### config.mk
export PLATFORM = sky130hd
export DESIGN_NAME = midi_noteoff_delay_scheduler
export DESIGN_NICKNAME = d
export VERILOG_FILES = /design/src/rtl/mnds_pkg.sv /design/src/rtl/midi_noteoff_delay_scheduler.sv /design/src/rtl/mnds_ram.sv /design/src/rtl/mnds_addr.sv /design/src/rtl/mnds_cmp.sv
export VERILOG_INCLUDE_DIRS = /design/src /design/src/rtl
export SDC_FILE = /design/constraint.sdc
export NUM_CORES = 2
export LEC_CHECK = 0
export BUFFER_PORTS_ARGS = -buffer_cell sky130_fd_sc_hd__buf_2
export CAP_MARGIN = 5
export CORE_MARGIN = 5
export CORE_UTILIZATION = 60
export DETAILED_ROUTE_END_ITERATION = 8
export PLACE_DENSITY_LB_ADDON = 0.2
export SLEW_MARGIN = 20
export SYNTH_ARGS = -nofsm -noshare
export SYNTH_HDL_FRONTEND = slang
export SYNTH_HIERARCHICAL = 1
export SYNTH_SLANG_ARGS = --single-unit
### constraint.sdc
create_clock -name clock -period 9.2 [get_ports clock]
set_clock_uncertainty 0.2 [all_clocks]
set_input_delay 0 -clock clock [delete_from_list [all_inputs] [get_ports clock]]
set_output_delay 0 -clock clock [all_outputs]
set_load 0.005 [all_outputs]
### src/rtl/midi_noteoff_delay_scheduler_defines.svh
// ----------------------------------------------------------------------------
// MIDI note-off delay scheduler assertion macros
// Shared concurrent assertion forms for the scheduler RTL.
// ----------------------------------------------------------------------------
`ifndef MIDI_NOTEOFF_DELAY_SCHEDULER_DEFINES_SVH
`define MIDI_NOTEOFF_DELAY_SCHEDULER_DEFINES_SVH

// Same-cycle implication, checked outside reset.
`define MNDS_ASSERT_IMP(lbl, clk, rst, ante, cons) \
   lbl: assert property (@(posedge clk) disable iff (rst) (ante) |-> (cons)) \
      else $error("scheduler assertion failed");

// Next-cycle implication, checked outside reset.
`define MNDS_ASSERT_NXT(lbl, clk, rst, ante, cons) \
   lbl: assert property (@(posedge clk) disable iff (rst) (ante) |=> (cons)) \
      else $error("scheduler assertion failed");

`endif

### src/rtl/mnds_pkg.sv
// ----------------------------------------------------------------------------
// MIDI note-off delay scheduler package
// Entry layout, compare result bundle and shared constants.
// ----------------------------------------------------------------------------
package mnds_pkg;

   localparam int QUEUE_DEPTH_DEF = 64;
   localparam int MAX_RESULTS     = 64;
   localparam int RESULT_CNT_W    = $clog2(MAX_RESULTS + 1);

   localparam int TIME_W   = 32;
   localparam int OFFSET_W = 14;
   localparam int OUT_OFFSET_W = 13;
   localparam int DELAY_W  = 24;

   localparam logic [7:0] STATUS_CMD_MASK = 8'hF0;
   localparam logic [7:0] CMD_NOTEOFF     = 8'h80;
   localparam logic [7:0] CMD_NOTEON      = 8'h90;

   localparam logic OP_EVENT = 1'b0;
   localparam logic OP_FLUSH = 1'b1;

   // One stored event: 58 bits.
   typedef struct packed {
      logic [TIME_W-1:0] time_val;
      logic [7:0]        b0;
      logic [7:0]        b1;
      logic [7:0]        b2;
      logic [1:0]        len;
   } entry_type;

   // Results of the shared time compare unit.
   typedef struct packed {
      logic lo_ge;   // entry time >= low key
      logic lo_gt;   // entry time >  low key
      logic hi_lt;   // entry time <  high key
   } cmp_type;

endpackage

### src/rtl/midi_noteoff_delay_scheduler.sv
// ----------------------------------------------------------------------------
// MIDI note-off delay scheduler
// Time-sorted event store with note-off delay and per-period flush.
// ----------------------------------------------------------------------------
// A request on the req_ channel is either a MIDI event (req_op = 0) or an
// end-of-period flush (req_op = 1). Events are stored sorted by 32-bit frame
// time; while rolling, note-offs get csr_wr_data frames of delay. A flush
// returns, on the rsp_ channel, the head events inside the window, at most
// MAX_RESULTS of them, in time order, with rsp_last set on the final one.
// An event request never returns anything.
// The store is a circular buffer in one RAM. An insert walks from the tail
// toward the head, moving each later entry up one slot per cycle through the
// single time compare unit. Each flushed event takes a RAM read, a compare
// and a hand-off to the result register. req_stall stays high from
// acceptance until the sequencer is back at rest. The result register
// decouples the two sides: a stalled response only holds the flush at its
// next emission, and the last result may wait while the next request is
// taken.
// Reset empties the store and clears the delay; there is no clearing pass,
// so requests are taken as soon as reset is released.
// ----------------------------------------------------------------------------
`include "midi_noteoff_delay_scheduler_defines.svh"

module midi_noteoff_delay_scheduler #(
   parameter int QUEUE_DEPTH = mnds_pkg::QUEUE_DEPTH_DEF
) (
   input  logic        clock,
   input  logic        reset,

   input  logic        req_valid,
   output logic        req_stall,
   input  logic        req_op,
   input  logic [31:0] req_frame_start,
   input  logic [13:0] req_offset,
   input  logic        req_rolling,
   input  logic [7:0]  req_status,
   input  logic [7:0]  req_data1,
   input  logic [7:0]  req_data2,
   input  logic [1:0]  req_length,

   output logic        rsp_valid,
   input  logic        rsp_stall,
   output logic [12:0] rsp_out_offset,
   output logic [7:0]  rsp_out_status,
   output logic [7:0]  rsp_out_data1,
   output logic [7:0]  rsp_out_data2,
   output logic [1:0]  rsp_out_length,
   output logic        rsp_last,

   input  logic        csr_wr_en,
   input  logic [23:0] csr_wr_data
);

   localparam int AW = $clog2(QUEUE_DEPTH);
   localparam int CW = $clog2(QUEUE_DEPTH + 1);
   localparam int NW = mnds_pkg::RESULT_CNT_W;
   localparam int TW = mnds_pkg::TIME_W;

   // Sequencer states, one-hot.
   typedef enum logic [6:0] {
      S_IDLE    = 7'b0000001,
      S_INS_ADD = 7'b0000010,
      S_INS_CMP = 7'b0000100,
      S_INS_PUT = 7'b0001000,
      S_FL_RD   = 7'b0010000,
      S_FL_CMP  = 7'b0100000,
      S_FL_EMIT = 7'b1000000
   } state_type;

   state_type state_ff, state_in;

   logic [mnds_pkg::DELAY_W-1:0] delay_ff, delay_in;
   logic [AW-1:0] head_ff, head_in;
   logic [CW-1:0] count_ff, count_in;
   logic [CW-1:0] j_ff, j_in;
   logic [NW-1:0] n_ff, n_in;
   logic          pend_ff, pend_in;
   logic          last_ff, last_in;
   logic          delay_en_ff, delay_en_in;
   logic [TW-1:0] start_ff, start_in;
   logic [TW-1:0] end_ff, end_in;
   mnds_pkg::entry_type new_ff, new_in;
   mnds_pkg::entry_type pend_ent_ff, pend_ent_in;

   logic          rsp_valid_ff, rsp_valid_in;
   logic [12:0]   rsp_offset_ff, rsp_offset_in;
   logic [7:0]    rsp_status_ff, rsp_status_in;
   logic [7:0]    rsp_data1_ff, rsp_data1_in;
   logic [7:0]    rsp_data2_ff, rsp_data2_in;
   logic [1:0]    rsp_length_ff, rsp_length_in;
   logic          rsp_last_ff, rsp_last_in;

   logic          req_acc;
   logic          out_free;
   logic          out_load;
   logic          ram_we;
   logic          ram_re;
   logic [CW-1:0] rd_l;
   logic [CW-1:0] wr_l;
   logic [AW-1:0] rd_addr;
   logic [AW-1:0] wr_addr;
   mnds_pkg::entry_type ram_wr_data;
   logic [$bits(mnds_pkg::entry_type)-1:0] ram_rd_raw;
   mnds_pkg::entry_type rd_ent;
   logic [AW-1:0] head_next;
   logic [TW-1:0] key_lo;
   mnds_pkg::cmp_type cmp;
   logic          in_window;
   logic          is_noteoff;
   logic [7:0]    cmd;
   logic [TW-1:0] rel_time;

   // ------------------------------------------------------------------------
   // Storage, address mapping and the shared compare unit
   // ------------------------------------------------------------------------
   mnds_ram #(
      .WIDTH ($bits(mnds_pkg::entry_type)),
      .DEPTH (QUEUE_DEPTH)
   ) u_ram (
      .clock   (clock),
      .wr_en   (ram_we),
      .wr_addr (wr_addr),
      .wr_data (ram_wr_data),
      .rd_en   (ram_re),
      .rd_addr (rd_addr),
      .rd_data (ram_rd_raw)
   );

   mnds_addr #(.DEPTH(QUEUE_DEPTH)) u_rd_addr (
      .head (head_ff),
      .lidx (rd_l),
      .phys (rd_addr)
   );

   mnds_addr #(.DEPTH(QUEUE_DEPTH)) u_wr_addr (
      .head (head_ff),
      .lidx (wr_l),
      .phys (wr_addr)
   );

   assign rd_ent = mnds_pkg::entry_type'(ram_rd_raw);

   // During an insert the low key is the new event time; during a flush it
   // is the window start and the high key is the window end.
   assign key_lo = (state_ff == S_INS_CMP) ? new_ff.time_val : start_ff;

   mnds_cmp u_cmp (
      .entry_time (rd_ent.time_val),
      .key_lo     (key_lo),
      .key_hi     (end_ff),
      .result     (cmp)
   );

   assign in_window = cmp.lo_ge && cmp.hi_lt;

   // ------------------------------------------------------------------------
   // Handshake helpers
   // ------------------------------------------------------------------------
   assign req_stall = (state_ff != S_IDLE);
   assign req_acc   = req_valid && !req_stall;
   assign out_free  = !rsp_valid_ff || !rsp_stall;

   assign head_next = (head_ff == AW'(QUEUE_DEPTH - 1)) ? '0 : head_ff + AW'(1);

   // Note-offs, and note-ons with zero velocity, are delayed while rolling.
   assign cmd = req_status & mnds_pkg::STATUS_CMD_MASK;
   assign is_noteoff = (cmd == mnds_pkg::CMD_NOTEOFF) ||
                       ((cmd == mnds_pkg::CMD_NOTEON) && (req_data2 == 8'd0));

   assign rel_time = pend_ent_ff.time_val - start_ff;

   // ------------------------------------------------------------------------
   // Sequencer
   // ------------------------------------------------------------------------
   always_comb begin
      state_in    = state_ff;
      delay_in    = delay_ff;
      head_in     = head_ff;
      count_in    = count_ff;
      j_in        = j_ff;
      n_in        = n_ff;
      pend_in     = pend_ff;
      last_in     = last_ff;
      delay_en_in = delay_en_ff;
      start_in    = start_ff;
      end_in      = end_ff;
      new_in      = new_ff;
      pend_ent_in = pend_ent_ff;
      ram_we      = 1'b0;
      ram_re      = 1'b0;
      rd_l        = '0;
      wr_l        = j_ff;
      ram_wr_data = new_ff;
      out_load    = 1'b0;

      if (csr_wr_en) begin
         delay_in = csr_wr_data;
      end

      case (state_ff)
         S_IDLE: begin
            if (req_acc) begin
               start_in = req_frame_start;
               end_in   = req_frame_start + TW'(req_offset);
               if (req_op == mnds_pkg::OP_FLUSH) begin
                  n_in     = '0;
                  pend_in  = 1'b0;
                  state_in = S_FL_RD;
               end else begin
                  delay_en_in     = req_rolling && is_noteoff;
                  new_in.time_val = '0;
                  new_in.b0       = req_status;
                  new_in.b1       = (req_length >= 2'd2) ? req_data1 : 8'd0;
                  new_in.b2       = (req_length == 2'd3) ? req_data2 : 8'd0;
                  new_in.len      = req_length;
                  state_in        = S_INS_ADD;
               end
            end
         end

         S_INS_ADD: begin
            new_in.time_val = end_ff + (delay_en_ff ? TW'(delay_ff) : '0);
            if (count_ff >= CW'(QUEUE_DEPTH)) begin
               // Full store: the event is dropped.
               state_in = S_IDLE;
            end else if (count_ff == '0) begin
               j_in     = '0;
               state_in = S_INS_PUT;
            end else begin
               ram_re   = 1'b1;
               rd_l     = count_ff - CW'(1);
               j_in     = count_ff;
               state_in = S_INS_CMP;
            end
         end

         S_INS_CMP: begin
            // Data for position j-1 is on the RAM output.
            ram_we = 1'b1;
            wr_l   = j_ff;
            if (cmp.lo_gt) begin
               ram_wr_data = rd_ent;
               j_in        = j_ff - CW'(1);
               if (j_ff > CW'(1)) begin
                  ram_re = 1'b1;
                  rd_l   = j_ff - CW'(2);
               end else begin
                  state_in = S_INS_PUT;
               end
            end else begin
               ram_wr_data = new_ff;
               count_in    = count_ff + CW'(1);
               state_in    = S_IDLE;
            end
         end

         S_INS_PUT: begin
            ram_we      = 1'b1;
            wr_l        = j_ff;
            ram_wr_data = new_ff;
            count_in    = count_ff + CW'(1);
            state_in    = S_IDLE;
         end

         S_FL_RD: begin
            if ((count_ff != '0) && (n_ff < NW'(mnds_pkg::MAX_RESULTS))) begin
               ram_re   = 1'b1;
               rd_l     = '0;
               state_in = S_FL_CMP;
            end else if (pend_ff) begin
               last_in  = 1'b1;
               state_in = S_FL_EMIT;
            end else begin
               state_in = S_IDLE;
            end
         end

         S_FL_CMP: begin
            if (in_window && !pend_ff) begin
               pend_ent_in = rd_ent;
               pend_in     = 1'b1;
               head_in     = head_next;
               count_in    = count_ff - CW'(1);
               n_in        = n_ff + NW'(1);
               state_in    = S_FL_RD;
            end else if (pend_ff) begin
               last_in  = !in_window;
               state_in = S_FL_EMIT;
            end else begin
               state_in = S_IDLE;
            end
         end

         S_FL_EMIT: begin
            if (out_free) begin
               out_load = 1'b1;
               pend_in  = 1'b0;
               if (last_ff) begin
                  state_in = S_IDLE;
               end else begin
                  // The next head is still on the RAM output and in window.
                  pend_ent_in = rd_ent;
                  pend_in     = 1'b1;
                  head_in     = head_next;
                  count_in    = count_ff - CW'(1);
                  n_in        = n_ff + NW'(1);
                  state_in    = S_FL_RD;
               end
            end
         end

         default: begin
            state_in = S_IDLE;
         end
      endcase
   end

   // ------------------------------------------------------------------------
   // Result register
   // ------------------------------------------------------------------------
   always_comb begin
      rsp_valid_in  = rsp_valid_ff;
      rsp_offset_in = rsp_offset_ff;
      rsp_status_in = rsp_status_ff;
      rsp_data1_in  = rsp_data1_ff;
      rsp_data2_in  = rsp_data2_ff;
      rsp_length_in = rsp_length_ff;
      rsp_last_in   = rsp_last_ff;
      if (out_load) begin
         rsp_valid_in  = 1'b1;
         rsp_offset_in = rel_time[mnds_pkg::OUT_OFFSET_W-1:0];
         rsp_status_in = pend_ent_ff.b0;
         rsp_data1_in  = pend_ent_ff.b1;
         rsp_data2_in  = pend_ent_ff.b2;
         rsp_length_in = pend_ent_ff.len;
         rsp_last_in   = last_ff;
      end else if (!rsp_stall) begin
         rsp_valid_in = 1'b0;
      end
   end

   always_ff @(posedge clock) begin
      if (reset) begin
         state_ff     <= S_IDLE;
         delay_ff     <= '0;
         head_ff      <= '0;
         count_ff     <= '0;
         j_ff         <= '0;
         n_ff         <= '0;
         pend_ff      <= 1'b0;
         last_ff      <= 1'b0;
         rsp_valid_ff <= 1'b0;
      end else begin
         state_ff     <= state_in;
         delay_ff     <= delay_in;
         head_ff      <= head_in;
         count_ff     <= count_in;
         j_ff         <= j_in;
         n_ff         <= n_in;
         pend_ff      <= pend_in;
         last_ff      <= last_in;
         rsp_valid_ff <= rsp_valid_in;
      end
   end

   always_ff @(posedge clock) begin
      delay_en_ff   <= delay_en_in;
      start_ff      <= start_in;
      end_ff        <= end_in;
      new_ff        <= new_in;
      pend_ent_ff   <= pend_ent_in;
      rsp_offset_ff <= rsp_offset_in;
      rsp_status_ff <= rsp_status_in;
      rsp_data1_ff  <= rsp_data1_in;
      rsp_data2_ff  <= rsp_data2_in;
      rsp_length_ff <= rsp_length_in;
      rsp_last_ff   <= rsp_last_in;
   end

   assign rsp_valid      = rsp_valid_ff;
   assign rsp_out_offset = rsp_offset_ff;
   assign rsp_out_status = rsp_status_ff;
   assign rsp_out_data1  = rsp_data1_ff;
   assign rsp_out_data2  = rsp_data2_ff;
   assign rsp_out_length = rsp_length_ff;
   assign rsp_last       = rsp_last_ff;

   // ------------------------------------------------------------------------
   // Assertions
   // ------------------------------------------------------------------------
   `MNDS_ASSERT_IMP(a_count_bound, clock, reset, 1'b1, count_ff <= CW'(QUEUE_DEPTH))
   `MNDS_ASSERT_IMP(a_emit_has_entry, clock, reset, out_load, pend_ff)
   `MNDS_ASSERT_NXT(a_put_grows, clock, reset, state_ff == S_INS_PUT,
                    count_ff == $past(count_ff) + CW'(1))

endmodule

### src/rtl/mnds_ram.sv
// ----------------------------------------------------------------------------
// Generic RAM
// One write port and one read port, read data registered.
// ----------------------------------------------------------------------------
module mnds_ram #(
   parameter int WIDTH = 8,
   parameter int DEPTH = 64
) (
   input  logic                     clock,
   input  logic                     wr_en,
   input  logic [$clog2(DEPTH)-1:0] wr_addr,
   input  logic [WIDTH-1:0]         wr_data,
   input  logic                     rd_en,
   input  logic [$clog2(DEPTH)-1:0] rd_addr,
   output logic [WIDTH-1:0]         rd_data
);

   logic [WIDTH-1:0] mem_ff [DEPTH];
   logic [WIDTH-1:0] rd_data_ff;

   always_ff @(posedge clock) begin
      if (wr_en) begin
         mem_ff[wr_addr] <= wr_data;
      end
      if (rd_en) begin
         rd_data_ff <= mem_ff[rd_addr];
      end
   end

   assign rd_data = rd_data_ff;

endmodule

### src/rtl/mnds_addr.sv
// ----------------------------------------------------------------------------
// Queue address map
// Turns a position counted from the queue head into a RAM address.
// ----------------------------------------------------------------------------
module mnds_addr #(
   parameter int DEPTH = 64
) (
   input  logic [$clog2(DEPTH)-1:0]   head,
   input  logic [$clog2(DEPTH+1)-1:0] lidx,
   output logic [$clog2(DEPTH)-1:0]   phys
);

   localparam int AW = $clog2(DEPTH);
   localparam int CW = $clog2(DEPTH + 1);
   localparam int SW = CW + 1;

   logic [SW-1:0] sum;

   // Head plus position stays below twice the depth, so one subtract wraps it.
   always_comb begin
      sum = SW'(head) + SW'(lidx);
      if (sum >= SW'(DEPTH)) begin
         sum = sum - SW'(DEPTH);
      end
      phys = sum[AW-1:0];
   end

endmodule

### src/rtl/mnds_cmp.sv
// ----------------------------------------------------------------------------
// Time compare unit
// Compares one stored entry time against a low and a high key.
// ----------------------------------------------------------------------------
module mnds_cmp (
   input  logic [mnds_pkg::TIME_W-1:0] entry_time,
   input  logic [mnds_pkg::TIME_W-1:0] key_lo,
   input  logic [mnds_pkg::TIME_W-1:0] key_hi,
   output mnds_pkg::cmp_type           result
);

   always_comb begin
      result.lo_ge = (entry_time >= key_lo);
      result.lo_gt = (entry_time >  key_lo);
      result.hi_lt = (entry_time <  key_hi);
   end

endmodule

==> results.ini <==
[critical_path]
cp_slowest_cell=nor4_2
slowest_delay_ps=690
reg2reg_slack_ps=410
path_buf_inv=4
critPathArrivalTime_ps=9350
path_delay_family=compound AO/OA/AOI/OAI gates
cp-end-kind=flop
critPathLaunchType=flop
crit_top_cell=buf_4
path_cells=or3_1 > and4bb_4 > buf_4 > nand2_1 > o21ai_0 > inv_1 > ha_1 > and4_1 > a311o_1 > o31ai_1 > a21oi_1 > o211ai_1 > o22ai_1 > ha_4 > fa_4 > a21o_2 > a21oi_1 > xnor2_2 > buf_4 > or3_2 > buf_4 > o22ai_1 > nor4_2 > o22a_1
rr_endpoint=u_ram/rd_data[28]$_DFFE_PP_
cp_max_fo=38
critPathKind=reg2reg
cp.required_ps=9750
rr_worst_depth=24
path_depth=24
regToRegStartpoint=state_ff[5]$_SDFFE_PP0P_

[floorplanning]
core_area_um2=262000
ios=145
num_rows=188
fp.dieH_um=522
start_util_pct=60.1
dieArea_um2=273000
dieWidth_um=522

[grt]
grt_pass1_wl_um=619000
first_global_vias=82900
overflow=0
antenna_found_initial=24
grt_max_degree=72
grtUsageTotal_pct=32.0

[sta]
rsz0062_at_grt=false
finalSetupViolations=0
fin_crit_ps=8790
tightest_slew_ps=1190
report.final.slew_viol_count=0
timing.hold.ws_ps=105
hold_viol=0
setup_slack_ps=405
post-route-period-util_pct=95.6
relSlewSlack_pct=20.1
fmax_ghz=0.114

[clock_network]
clock_latency_ps=930
cts_root_buffer=clkbuf_16
tritoncts=built
cts.path.max_buffers=4
htree_levels=5
cts.sinks=4033
clkTransAtPathRegs_ps=60
cts_made_buffers=405

[run]
maxCapViolCount=0

[detailed_routing]
drc_errors=0
vias_per_cell=6.99
topRoutingLayerUsed=met5
drtIter0Drc=12800
met3_length_um=61500
met2_wirelength_um=200000
drtAntennaViolNets=0
via_count=84300
wl_per_cell_um=36.2
dr.pass1.iters=6
wl_met1_um=159000
drt_wl_total_um=436000

[synthesis]
synthesis.area_um2=157000
syn-num-nets=7728
netlist_instances=7488
syn_area_per_cell_um2=21.0
synth_warnings=6

[min_path]
min_path_type=in2reg
worstHoldStart=req_valid
holdPathStages=4
hold-path-endpoint=state_ff[0]$_SDFFE_PP1P_

[placement]
placed_area_um2=164000
dp_hpwl_um=248000
place.gp.congestion=0.910
portBuffers=144
dp_slack_ps=130

[power]
ir_drop_mv=0.177
p_leak_nw=56.2
power.density_nw_per_um2=218

[finish]
finalNetCount=8449
drive_gt1_share_pct=24.7
final_area_um2=180000
areaGrowthSynthToFinish_pct=14.2

[status]
status=completed

==> tightest hold or removal path: stages <==
cell and delay, ps:
dlygate4sd3_1 550, buf_2 170, nor2_1 260, a311o_1 170
==> report_power, final <==
part | internal, mW | switching (mW)
logic | 0.497 | 1.58
clock network | 9.04 | 6.81
registers | 21.2 | 0.163
==> how the worst max path moves through the flow <==
stage | startpoint | to
4_1_cts | state_ff[5]$_SDFFE_PP0P_ | u_ram/rd_data[28]$_DFFE_PP_
6_report | state_ff[5]$_SDFFE_PP0P_ | u_ram/rd_data[28]$_DFFE_PP_
5_1_grt | state_ff[5]$_SDFFE_PP0P_ | u_ram/rd_data[28]$_DFFE_PP_
2_1_floorplan | head_ff[0]$_SDFFE_PP0P_ | u_ram/mem_ff[48][0]$_DFFE_PP_
3_5_place_dp | state_ff[5]$_SDFFE_PP0P_ | u_ram/rd_data[28]$_DFFE_PP_
3_3_place_gp | state_ff[5]$_SDFFE_PP0P_ | u_ram/rd_data[18]$_DFFE_PP_
==> state kept, by name, indices dropped and copies added, names as in the netlist, 8 cells and up <==
register        flops
end_ff             32
rsp_out_offset     13
u_ram/rd_data      58
rsp_out_data2       8
rsp_out_data1       8
pend_ent_ff        39
start_ff           32
delay_ff           24
new_ff             58
rsp_out_status      8
u_ram/mem_ff     3712
==> through the flow <==
stage          cells  TNS, ps  power, mW  util (%)
3_3_place_gp   11000     -173       23.5      62.6
5_1_grt        12100        0       40.4      68.7
2_1_floorplan   7488        0       22.7         -
6_report       12100        0       39.3      68.7
3_5_place_dp   11000        0       23.6      62.6
4_1_cts        12100        0       39.3      68.6
==> cell usage in the layout (no fill, tap or decap), types with 38 or more instances in the layout <==
cell              n
edfxtp_1       3972
mux4_2          890
clkbuf_16       414
dlygate4sd3_1   282
buf_4           235
o22ai_1         222
nand2_1         180
a21oi_1         167
nor2_1          164
mux2i_1         158
buf_2           144
ha_1            131
clkinv_1        101
inv_1            96
clkbuf_1         88
o21ai_0          81
clkinv_2         79
o221ai_1         79
nor2_4           64
dfxtp_1          61
mux2_2           56
xnor2_1          51
a221oi_1         45
mux2_4           44
buf_12           44
and2_1           43
o22a_1           40
xor2_1           38
a22oi_1          38
==> metal layers <==
metal  up-vias  GRT usage, %
li1      32900             -
met1     44200          46.6
met2      6329          48.2
met3       917          8.90
met4        14          9.98
met5         -             0
==> repair_timing <==
item                                   CTS  global route
setup endpoints to repair                0            11
hold buffers                           282             0
setup buffers                            0             0
gates resized for setup                  0             7
endpoints found under the hold margin  315             0
==> cell type report <==
class,instances,area [um2]
sequential,4033,120000
fill,15600,82000
multi-input combinational,2967,35600
clock buffer,502,10700
timing repair buffer,705,6190
tap,3515,4400
clock inverter,237,1950
inverter,97,364
antenna,12,30.0
Note: power is estimated with default switching activity, not from simulation.
